## src/rtl/hcbd_pkg.sv

```systemverilog
`timescale 1ns / 1ps
`default_nettype none
// ----------------------------------------------------------------------------
// hcbd_pkg: shared types and constants for the chunked body decoder
// Phase encoding, byte class codes, match strings and byte helpers.
// ----------------------------------------------------------------------------
package hcbd_pkg;

   typedef enum logic [2:0] {
      PH_HEADER   = 3'd0,
      PH_RAW      = 3'd1,
      PH_SIZE     = 3'd2,
      PH_SIZELINE = 3'd3,
      PH_DATA     = 3'd4,
      PH_TRAILER  = 3'd5,
      PH_STOP     = 3'd6
   } phase_type;

   localparam int BYTE_W  = 8;
   localparam int CLASS_W = 3;

   localparam logic [CLASS_W-1:0] CLS_HEADER    = 3'd0;
   localparam logic [CLASS_W-1:0] CLS_RAW       = 3'd1;
   localparam logic [CLASS_W-1:0] CLS_DATA      = 3'd2;
   localparam logic [CLASS_W-1:0] CLS_FRAMING   = 3'd3;
   localparam logic [CLASS_W-1:0] CLS_AFTER_END = 3'd4;
   localparam logic [CLASS_W-1:0] CLS_OVERSIZE  = 3'd5;

   localparam logic [31:0] MAX_CHUNK_LEN_RESET = 32'd1048576;

   localparam logic [7:0] CHAR_CR = 8'h0D;
   localparam logic [7:0] CHAR_LF = 8'h0A;

   localparam logic [4:0] NAME_LAST   = 5'd16;  // index of final char of name
   localparam logic [2:0] WORD_LAST   = 3'd6;
   localparam logic [2:0] WORD_CLOSED = 3'd7;

   // "transfer-encoding", lower case
   function automatic logic [7:0] enc_char(input logic [4:0] idx);
      logic [7:0] c;
      unique case (idx)
         5'd0:    c = "t";
         5'd1:    c = "r";
         5'd2:    c = "a";
         5'd3:    c = "n";
         5'd4:    c = "s";
         5'd5:    c = "f";
         5'd6:    c = "e";
         5'd7:    c = "r";
         5'd8:    c = "-";
         5'd9:    c = "e";
         5'd10:   c = "n";
         5'd11:   c = "c";
         5'd12:   c = "o";
         5'd13:   c = "d";
         5'd14:   c = "i";
         5'd15:   c = "n";
         5'd16:   c = "g";
         default: c = 8'h00;
      endcase
      return c;
   endfunction

   // "chunked"
   function automatic logic [7:0] chk_char(input logic [2:0] idx);
      logic [7:0] c;
      unique case (idx)
         3'd0:    c = "c";
         3'd1:    c = "h";
         3'd2:    c = "u";
         3'd3:    c = "n";
         3'd4:    c = "k";
         3'd5:    c = "e";
         3'd6:    c = "d";
         default: c = 8'h00;
      endcase
      return c;
   endfunction

   function automatic logic [7:0] fold(input logic [7:0] b);
      return (b >= "A" && b <= "Z") ? (b + 8'd32) : b;
   endfunction

   // bit 4 = valid hex digit, [3:0] = value
   function automatic logic [4:0] hex_digit(input logic [7:0] b);
      logic [4:0] r;
      if (b >= "0" && b <= "9") begin
         r = {1'b1, 4'(b - "0")};
      end else if (b >= "a" && b <= "f") begin
         r = {1'b1, 4'(b - "a" + 8'd10)};
      end else if (b >= "A" && b <= "F") begin
         r = {1'b1, 4'(b - "A" + 8'd10)};
      end else begin
         r = 5'd0;
      end
      return r;
   endfunction

endpackage

`default_nettype wire

```

## src/rtl/hcbd_req_if.sv

```systemverilog
`timescale 1ns / 1ps
`default_nettype none
// ----------------------------------------------------------------------------
// hcbd_req_if: request channel of the chunked body decoder
// One response byte per transaction, with an end-of-response flag.
// ----------------------------------------------------------------------------
interface hcbd_req_if;
   logic                          valid;
   logic                          ready;
   logic [hcbd_pkg::BYTE_W-1:0]   in_byte;
   logic                          in_last;

   modport source (output valid, output in_byte, output in_last, input ready);
   modport sink   (input valid, input in_byte, input in_last, output ready);
endinterface
`default_nettype wire

```

## src/rtl/hcbd_rsp_if.sv

```systemverilog
`timescale 1ns / 1ps
`default_nettype none
// ----------------------------------------------------------------------------
// hcbd_rsp_if: response channel of the chunked body decoder
// Echoed byte with keep flag, end flag and byte class.
// ----------------------------------------------------------------------------
interface hcbd_rsp_if;
   logic                          valid;
   logic                          ready;
   logic [hcbd_pkg::BYTE_W-1:0]   out_byte;
   logic                          keep;
   logic                          out_last;
   logic [hcbd_pkg::CLASS_W-1:0]  byte_class;

   modport source (output valid, output out_byte, output keep, output out_last,
                   output byte_class, input ready);
   modport sink   (input valid, input out_byte, input keep, input out_last,
                   input byte_class, output ready);
endinterface
`default_nettype wire

```

## src/rtl/http_chunked_body_decoder.sv

```systemverilog
`timescale 1ns / 1ps
`default_nettype none
// ----------------------------------------------------------------------------
// http_chunked_body_decoder: streaming HTTP chunked transfer decoder
// Classifies each response byte (header, raw body, chunk data, framing,
// dropped, oversize) and marks whether it belongs to the decoded response.
// ----------------------------------------------------------------------------
// Response valid rises in the cycle after the request transaction.
// Throughput: 1 byte per cycle while rsp_ch is not stalled; decode state updates in a
//   single pass at the accepting edge and the result lands in one output register.
// Reset: synchronous, active high; decoder returns to header phase and
//   max_chunk_len returns to 1048576. State also clears after in_last.
module http_chunked_body_decoder (
   input  wire logic           clock,
   input  wire logic           reset,
   hcbd_req_if.sink            req_ch,
   hcbd_rsp_if.source          rsp_ch,
   input  wire logic           csr_we,
   input  wire logic [31:0]    csr_wdata
);

   logic [31:0]          max_len_ff;

   hcbd_pkg::phase_type  phase_ff, phase_in;
   logic [1:0]           eoh_ff, eoh_in;
   logic [4:0]           enc_ff, enc_in;
   logic [2:0]           chk_ff, chk_in;
   logic                 seen_ff, seen_in;
   logic                 chunked_ff, chunked_in;
   logic [32:0]          acc_ff, acc_in;
   logic [31:0]          left_ff, left_in;
   logic                 pcr_ff, pcr_in;

   logic                             rsp_valid_ff;
   logic [hcbd_pkg::BYTE_W-1:0]      rsp_byte_ff;
   logic                             rsp_keep_ff, rsp_keep_in;
   logic                             rsp_last_ff;
   logic [hcbd_pkg::CLASS_W-1:0]     rsp_class_ff, rsp_class_in;

   logic       req_fire;
   logic [7:0] b;
   logic [7:0] lb;
   logic [4:0] hex;

   assign req_ch.ready = !rsp_valid_ff || rsp_ch.ready;
   assign req_fire     = req_ch.valid && req_ch.ready;
   assign b            = req_ch.in_byte;
   assign lb           = hcbd_pkg::fold(b);
   assign hex          = hcbd_pkg::hex_digit(b);

   always_comb begin
      phase_in     = phase_ff;
      eoh_in       = eoh_ff;
      enc_in       = enc_ff;
      chk_in       = chk_ff;
      seen_in      = seen_ff;
      chunked_in   = chunked_ff;
      acc_in       = acc_ff;
      left_in      = left_ff;
      pcr_in       = pcr_ff;
      rsp_keep_in  = 1'b0;
      rsp_class_in = hcbd_pkg::CLS_AFTER_END;

      unique case (phase_ff)
         hcbd_pkg::PH_HEADER: begin
            rsp_keep_in  = 1'b1;
            rsp_class_in = hcbd_pkg::CLS_HEADER;
            if (!seen_ff) begin
               if (lb == hcbd_pkg::enc_char(enc_ff)) begin
                  if (enc_ff == hcbd_pkg::NAME_LAST) begin
                     seen_in = 1'b1;
                     enc_in  = 5'd0;
                  end else begin
                     enc_in = enc_ff + 5'd1;
                  end
               end else begin
                  enc_in = (lb == hcbd_pkg::enc_char(5'd0)) ? 5'd1 : 5'd0;
               end
            end else if (chk_ff != hcbd_pkg::WORD_CLOSED) begin
               if (b == hcbd_pkg::CHAR_LF && eoh_ff[0]) begin
                  chk_in = hcbd_pkg::WORD_CLOSED;   // encoding line ended
               end else if (lb == hcbd_pkg::chk_char(chk_ff)) begin
                  if (chk_ff == hcbd_pkg::WORD_LAST) begin
                     chunked_in = 1'b1;
                     chk_in     = hcbd_pkg::WORD_CLOSED;
                  end else begin
                     chk_in = chk_ff + 3'd1;
                  end
               end else begin
                  chk_in = (lb == hcbd_pkg::chk_char(3'd0)) ? 3'd1 : 3'd0;
               end
            end
            // CR LF CR LF tracker
            if (b == hcbd_pkg::CHAR_CR) begin
               eoh_in = (eoh_ff == 2'd2) ? 2'd3 : 2'd1;
            end else if (b == hcbd_pkg::CHAR_LF) begin
               if (eoh_ff == 2'd1) begin
                  eoh_in = 2'd2;
               end else if (eoh_ff == 2'd3) begin
                  eoh_in = 2'd0;
                  if (chunked_in) begin
                     phase_in = hcbd_pkg::PH_SIZE;
                     acc_in   = 33'd0;
                  end else begin
                     phase_in = hcbd_pkg::PH_RAW;
                  end
               end else begin
                  eoh_in = 2'd0;
               end
            end else begin
               eoh_in = 2'd0;
            end
         end
         hcbd_pkg::PH_RAW: begin
            rsp_keep_in  = 1'b1;
            rsp_class_in = hcbd_pkg::CLS_RAW;
         end
         hcbd_pkg::PH_SIZE: begin
            rsp_class_in = hcbd_pkg::CLS_FRAMING;
            if (hex[4]) begin
               // bit 32 is sticky once a digit shifts out of the low word
               acc_in = {acc_ff[32] | (|acc_ff[31:28]), acc_ff[27:0], hex[3:0]};
            end else if (acc_ff == 33'd0) begin
               phase_in = hcbd_pkg::PH_STOP;
            end else if (acc_ff[32] || (acc_ff[31:0] > max_len_ff)) begin
               rsp_class_in = hcbd_pkg::CLS_OVERSIZE;
               phase_in     = hcbd_pkg::PH_STOP;
            end else begin
               left_in  = acc_ff[31:0];
               pcr_in   = (b == hcbd_pkg::CHAR_CR);
               phase_in = hcbd_pkg::PH_SIZELINE;
            end
         end
         hcbd_pkg::PH_SIZELINE: begin
            rsp_class_in = hcbd_pkg::CLS_FRAMING;
            if (pcr_ff && b == hcbd_pkg::CHAR_LF) begin
               phase_in = hcbd_pkg::PH_DATA;
               pcr_in   = 1'b0;
            end else begin
               pcr_in = (b == hcbd_pkg::CHAR_CR);
            end
         end
         hcbd_pkg::PH_DATA: begin
            rsp_keep_in  = 1'b1;
            rsp_class_in = hcbd_pkg::CLS_DATA;
            left_in      = (left_ff != 32'd0) ? (left_ff - 32'd1) : left_ff;
            if (left_in == 32'd0) begin
               phase_in = hcbd_pkg::PH_TRAILER;
               pcr_in   = 1'b0;
            end
         end
         hcbd_pkg::PH_TRAILER: begin
            rsp_class_in = hcbd_pkg::CLS_FRAMING;
            if (pcr_ff) begin
               pcr_in   = 1'b0;
               acc_in   = 33'd0;
               phase_in = hcbd_pkg::PH_SIZE;
            end else begin
               pcr_in = 1'b1;
            end
         end
         default: begin
            phase_in = hcbd_pkg::PH_STOP;
         end
      endcase

      if (req_ch.in_last) begin
         phase_in   = hcbd_pkg::PH_HEADER;
         eoh_in     = 2'd0;
         enc_in     = 5'd0;
         chk_in     = 3'd0;
         seen_in    = 1'b0;
         chunked_in = 1'b0;
         acc_in     = 33'd0;
         left_in    = 32'd0;
         pcr_in     = 1'b0;
      end
   end

   always_ff @(posedge clock) begin
      if (reset) begin
         max_len_ff <= hcbd_pkg::MAX_CHUNK_LEN_RESET;
         phase_ff   <= hcbd_pkg::PH_HEADER;
         eoh_ff     <= 2'd0;
         enc_ff     <= 5'd0;
         chk_ff     <= 3'd0;
         seen_ff    <= 1'b0;
         chunked_ff <= 1'b0;
         acc_ff     <= 33'd0;
         left_ff    <= 32'd0;
         pcr_ff     <= 1'b0;
      end else begin
         if (csr_we) begin
            max_len_ff <= csr_wdata;
         end
         if (req_fire) begin
            phase_ff   <= phase_in;
            eoh_ff     <= eoh_in;
            enc_ff     <= enc_in;
            chk_ff     <= chk_in;
            seen_ff    <= seen_in;
            chunked_ff <= chunked_in;
            acc_ff     <= acc_in;
            left_ff    <= left_in;
            pcr_ff     <= pcr_in;
         end
      end
   end

   // output register
   always_ff @(posedge clock) begin
      if (reset) begin
         rsp_valid_ff <= 1'b0;
      end else if (req_fire) begin
         rsp_valid_ff <= 1'b1;
      end else if (rsp_ch.ready) begin
         rsp_valid_ff <= 1'b0;
      end
   end

   always_ff @(posedge clock) begin
      if (req_fire) begin
         rsp_byte_ff  <= b;
         rsp_keep_ff  <= rsp_keep_in;
         rsp_last_ff  <= req_ch.in_last;
         rsp_class_ff <= rsp_class_in;
      end
   end

   assign rsp_ch.valid      = rsp_valid_ff;
   assign rsp_ch.out_byte   = rsp_byte_ff;
   assign rsp_ch.keep       = rsp_keep_ff;
   assign rsp_ch.out_last   = rsp_last_ff;
   assign rsp_ch.byte_class = rsp_class_ff;

`ifndef SYNTHESIS
   a_fire_gives_rsp: assert property (@(posedge clock) disable iff (reset)
      req_fire |=> rsp_valid_ff)
      else $error("accepted transaction did not produce a response");

   a_keep_matches_class: assert property (@(posedge clock) disable iff (reset)
      rsp_valid_ff |-> (rsp_keep_ff == (rsp_class_ff == hcbd_pkg::CLS_HEADER ||
                                        rsp_class_ff == hcbd_pkg::CLS_RAW ||
                                        rsp_class_ff == hcbd_pkg::CLS_DATA)))
      else $error("keep flag disagrees with byte class");

   a_last_clears: assert property (@(posedge clock) disable iff (reset)
      (req_fire && req_ch.in_last) |=> (phase_ff == hcbd_pkg::PH_HEADER && !seen_ff))
      else $error("decoder state not cleared after end of response");

   a_data_count: assert property (@(posedge clock) disable iff (reset)
      (phase_ff == hcbd_pkg::PH_DATA) |-> (left_ff != 32'd0))
      else $error("data phase with no bytes left");

   a_chunked_needs_name: assert property (@(posedge clock) disable iff (reset)
      chunked_ff |-> seen_ff)
      else $error("chunked mode without transfer-encoding seen");
`endif

endmodule
`default_nettype wire
```

## src/flat_wrapper.sv

```systemverilog
// flat-port wrapper written by rule: the top's interface ports become plain ports
module http_chunked_body_decoder_flat 
  (clock, reset, csr_we, csr_wdata, req_ch_valid, req_ch_in_byte, req_ch_in_last, req_ch_ready, rsp_ch_valid, rsp_ch_out_byte, rsp_ch_keep, rsp_ch_out_last, rsp_ch_byte_class, rsp_ch_ready);
  hcbd_req_if req_ch_i ();
  hcbd_rsp_if rsp_ch_i ();
  input  wire logic clock;
  input  wire logic reset;
  input  wire logic csr_we;
  input  wire logic [31:0] csr_wdata;
  input wire logic [$bits(req_ch_i.valid)-1:0] req_ch_valid;
  input wire logic [$bits(req_ch_i.in_byte)-1:0] req_ch_in_byte;
  input wire logic [$bits(req_ch_i.in_last)-1:0] req_ch_in_last;
  output wire logic [$bits(req_ch_i.ready)-1:0] req_ch_ready;
  output wire logic [$bits(rsp_ch_i.valid)-1:0] rsp_ch_valid;
  output wire logic [$bits(rsp_ch_i.out_byte)-1:0] rsp_ch_out_byte;
  output wire logic [$bits(rsp_ch_i.keep)-1:0] rsp_ch_keep;
  output wire logic [$bits(rsp_ch_i.out_last)-1:0] rsp_ch_out_last;
  output wire logic [$bits(rsp_ch_i.byte_class)-1:0] rsp_ch_byte_class;
  input wire logic [$bits(rsp_ch_i.ready)-1:0] rsp_ch_ready;
  assign req_ch_i.valid = req_ch_valid;
  assign req_ch_i.in_byte = req_ch_in_byte;
  assign req_ch_i.in_last = req_ch_in_last;
  assign req_ch_ready = req_ch_i.ready;
  assign rsp_ch_valid = rsp_ch_i.valid;
  assign rsp_ch_out_byte = rsp_ch_i.out_byte;
  assign rsp_ch_keep = rsp_ch_i.keep;
  assign rsp_ch_out_last = rsp_ch_i.out_last;
  assign rsp_ch_byte_class = rsp_ch_i.byte_class;
  assign rsp_ch_i.ready = rsp_ch_ready;
  http_chunked_body_decoder u_core (.clock(clock), .reset(reset), .req_ch(req_ch_i), .rsp_ch(rsp_ch_i), .csr_we(csr_we), .csr_wdata(csr_wdata));
endmodule
```

## config.mk

```make
export PLATFORM = sky130hd
export DESIGN_NAME = http_chunked_body_decoder_flat
export DESIGN_NICKNAME = d
export VERILOG_FILES = /design/src/rtl/hcbd_pkg.sv /design/src/rtl/hcbd_req_if.sv /design/src/rtl/hcbd_rsp_if.sv /design/src/rtl/http_chunked_body_decoder.sv /design/src/flat_wrapper.sv
export SDC_FILE = /design/constraint.sdc
export NUM_CORES = 1
export LEC_CHECK = 0
export BUFFER_PORTS_ARGS = -buffer_cell sky130_fd_sc_hd__buf_4
export CAP_MARGIN = 15
export CORE_MARGIN = 2
export CORE_UTILIZATION = 42
export CTS_CLUSTER_SIZE = 14
export DETAILED_ROUTE_END_ITERATION = 8
export GPL_TIMING_DRIVEN = 0
export PLACE_DENSITY = 0.71
export SYNTH_ARGS = -nofsm -noshare
export SYNTH_HDL_FRONTEND = slang
export SYNTH_SLANG_ARGS = --single-unit
```

## constraint.sdc

```tcl
create_clock -name clock -period 3.55 [get_ports clock]
set_input_delay 0.71 -clock clock [delete_from_list [all_inputs] [get_ports clock]]
set_output_delay 0.71 -clock clock [all_outputs]
set_load 0.05 [all_outputs]
```

==> reports/metrics.yaml <==
run_status: "finished clean"
cts_tree: "built"
worstMarginPinSlew_ns: 0.785
detailedRoute.firstPassIterationCount: 7
min_period_over_period_pct: 96.9
final_weighted_congestion_in_routability_driven_placement: 0.986
layout-drive-gt1-share_pct: 12.3
cts.htree.levels: 4
place.detailed.hpwl_mm: 19.7
layout_min_cycle_time_ns: 3.44
final_core_utilization_pct: 50.2
grt_pass1_wl_mm: 42.3
synth_fp_nets: 1190
worst-endpoint-required_ns: 3.87
die_area_um2: 21700
count_of_fill_cells_added_during_filler_insertion: 1968
relSlewSlack_pct: 47.6
worstPathArrival_ns: 3.76
routed-via-count: 8662
max_cap_viol_count: 0
final-max-slew-violation-count: 0
yosysWarnings: 0
ctsHoldBuffers: 0
mappedNetlistArea_um2: 8610
cts_root_buf: "clkbuf_16"
std_cell_rows: 52
initialDrtViolationCount: 886
clk_path_buf_depth: 2
final_net_count: 1266
boundaryPins: 61
synth-seq-cells: 134
clk-insertion-delay-late_ns: 0.44
n_antenna_cell: 0
detail_route.vias_per_cell: 5.98
cts_buffers: 17
synth-async-reset-ratio_pct: 0
drt_drc_violations_left: 0
ff2ff_path_depth: 10
yosysSeqAreaShare_pct: 32.7
yosys-top-cells-area: "dfxtp_1 (28%), ha_1 (8.0%), nor2_1 (6.5%)"
fmaxAchievable_ghz: 0.291
tns_ns: 0
area_delta_synth_final_pct: 17.7
holdCritPathClass: "reg2reg"
synth-edff-count: 13
vdd_ir_drop_max_uv: 342
worst_clock_skew_ns: 0.0130
core_area_um2: 20200
number_of_sinks_on_the_clock_net: 134
power.static_leakage_uw: 0.00399
synth_top_area_share_pct: 28.1
portBuffers: 59
worst_setup_path_end_kind: "register"
initial_utilization_pct: 42.7
final_common_cell: "nor2_1"
wire_per_inst_um: 18.5
grt_overflow_total: 0
chipHeight_um: 147
path_max_fanout: 7
grt_pass1_vias: 8032
timing.final.setup_violations: 0
dieWidth_um: 147
design_power_total_uw: 3860
netlist-cell-type-count: 78
timing.hold.worst_path_depth: 2
synthFlopType: "dfxtp_1"
pin_count_of_the_biggest_net_entering_global_routing: 20
antenna_found_initial: 0
power.density_nw_per_um2: 381
worstSetupPathType: "reg2reg"
globalRouteTotalUtil_pct: 24.5
routed_wirelength_mm: 26.7
setup_repair_after_global_routing_missed_its_margin: "yes"
commonest_non_fill_non_tap_cells_in_the_layout: "nor2_1 (147), dfxtp_1 (121), a21oi_1 (86)"
clk_pin_slew_worst_paths_ns: 0.07
avgSynthCellArea_um2: 7.90
hold_violations: 0
netlist_instances: 1089
worst_setup_path_start_kind: "register"
yosysTopAreaCell: "dfxtp_1"
route.antenna.remaining_nets: 0
==> worst max-delay path, stage by stage (launching register included) <==
cell,delay (ns)
dfxtp_1,0.31
buf_6,0.13
or4_1,0.55
buf_2,0.18
nor3_2,0.40
nand4_2,0.37
a31oi_1,0.39
nand3b_1,0.14
nor4_1,0.36
a21oi_2,0.17
o41ai_2,0.33
==> stage by stage <==
| step | hold WS [ns] | std cells | instance area, um^2 | setup slack (ns) |
|---|---|---|---|---|
| after floorplan | 0.459 | 1089 | 8610 | 0.00394 |
| after global placement | 0.474 | 1418 | 9390 | -0.770 |
| after detailed placement | 0.478 | 1418 | 9390 | -0.795 |
| after CTS | 0.490 | 1447 | 10000 | 0.0328 |
| after global routing | 0.503 | 1448 | 10100 | -0.0798 |
| final | 0.492 | 1448 | 10100 | 0.112 |
==> where the power goes <==
part | total [uW] | internal (uW) | switching [uW]
Combinational | 442 | 152 | 290
Sequential | 1580 | 1560 | 15.1
Clock | 1840 | 1070 | 774
Total | 3860 | 2780 | 1080
==> state kept, by name (all words and copies together), names as in the netlist, 2 cells and up, named ones only <==
signal and count:
u_core.max_len_ff 32, u_core.acc_ff 33, u_core.rsp_ch.byte_class 3, u_core.enc_ff 5
u_core.chk_ff 3, u_core.phase_ff 3, u_core.left_ff 32, u_core.rsp_ch.out_byte 8
u_core.eoh_ff 2
==> cell type report <==
class	count	area [um^2]	share of cell area, %
well taps	270	338	3.34
repair buffers	61	458	4.52
inverters	67	254	2.51
clock buffers	17	425	4.20
multi-input cells	825	5410	53.4
flip-flops and latches	134	2810	27.8
plain buffers	59	240	2.37
clock inverters	15	190	1.88
==> final timing paths <==
path                                           start  slack [ns]                            endpoint
setup / recovery      u_core.left_ff[5]$_SDFFE_PP0P_        0.11     u_core.phase_ff[1]$_SDFFE_PP0P_
hold / removal    u_core.max_len_ff[20]$_SDFFE_PP1P_        0.49  u_core.max_len_ff[20]$_SDFFE_PP1P_
setup reg to reg      u_core.left_ff[5]$_SDFFE_PP0P_        0.11     u_core.phase_ff[1]$_SDFFE_PP0P_
hold reg to reg   u_core.max_len_ff[20]$_SDFFE_PP1P_        0.49  u_core.max_len_ff[20]$_SDFFE_PP1P_
==> cell families (layout without fill, tap and decap cells) <==
family | Yosys count | in the layout | synth area share, %
and+or+nand+nor | 441 | 441 | 26.2
adders and majority gates | 55 | 55 | 8.00
DFF | 134 | 134 | 32.7
xor gates and xnor gates | 19 | 19 | 1.93
AOI/OAI and AO/OA | 269 | 269 | 20.5
buffers and inverters | 130 | 219 | 5.84
muxes | 41 | 41 | 4.81
==> Yosys cell counts (12+ instances only) <==
master	number
a211oi_1	12
a21oi_1	86
a22oi_1	38
clkbuf_1	51
dfxtp_1	121
edfxtp_1	13
ha_1	55
inv_1	67
mux2i_1	38
nand2_1	62
nand3_1	24
nand4_1	18
nor2_1	148
nor3_1	47
nor4_1	33
o21ai_0	47
or3_1	22
or4_1	14
xor2_1	12
==> routing by layer <==
metal / up-vias / global-route usage, % / wire [um]
met3: 89 / 6.09 / 2360
met1: 4008 / 32.4 / 11700
li1: 4139 / - / -
met5: - / 0 / 0
met2: 426 / 37.4 / 11700
met4: 0 / 11.5 / 992
==> timing repair <==
action	in CTS	in global routing
endpoints found under the setup margin	66	65
pin swaps	0	6
setup buffers	0	2
resized for setup	11	17
gates cloned	0	0
Note: power is estimated with default switching activity, not from simulation.
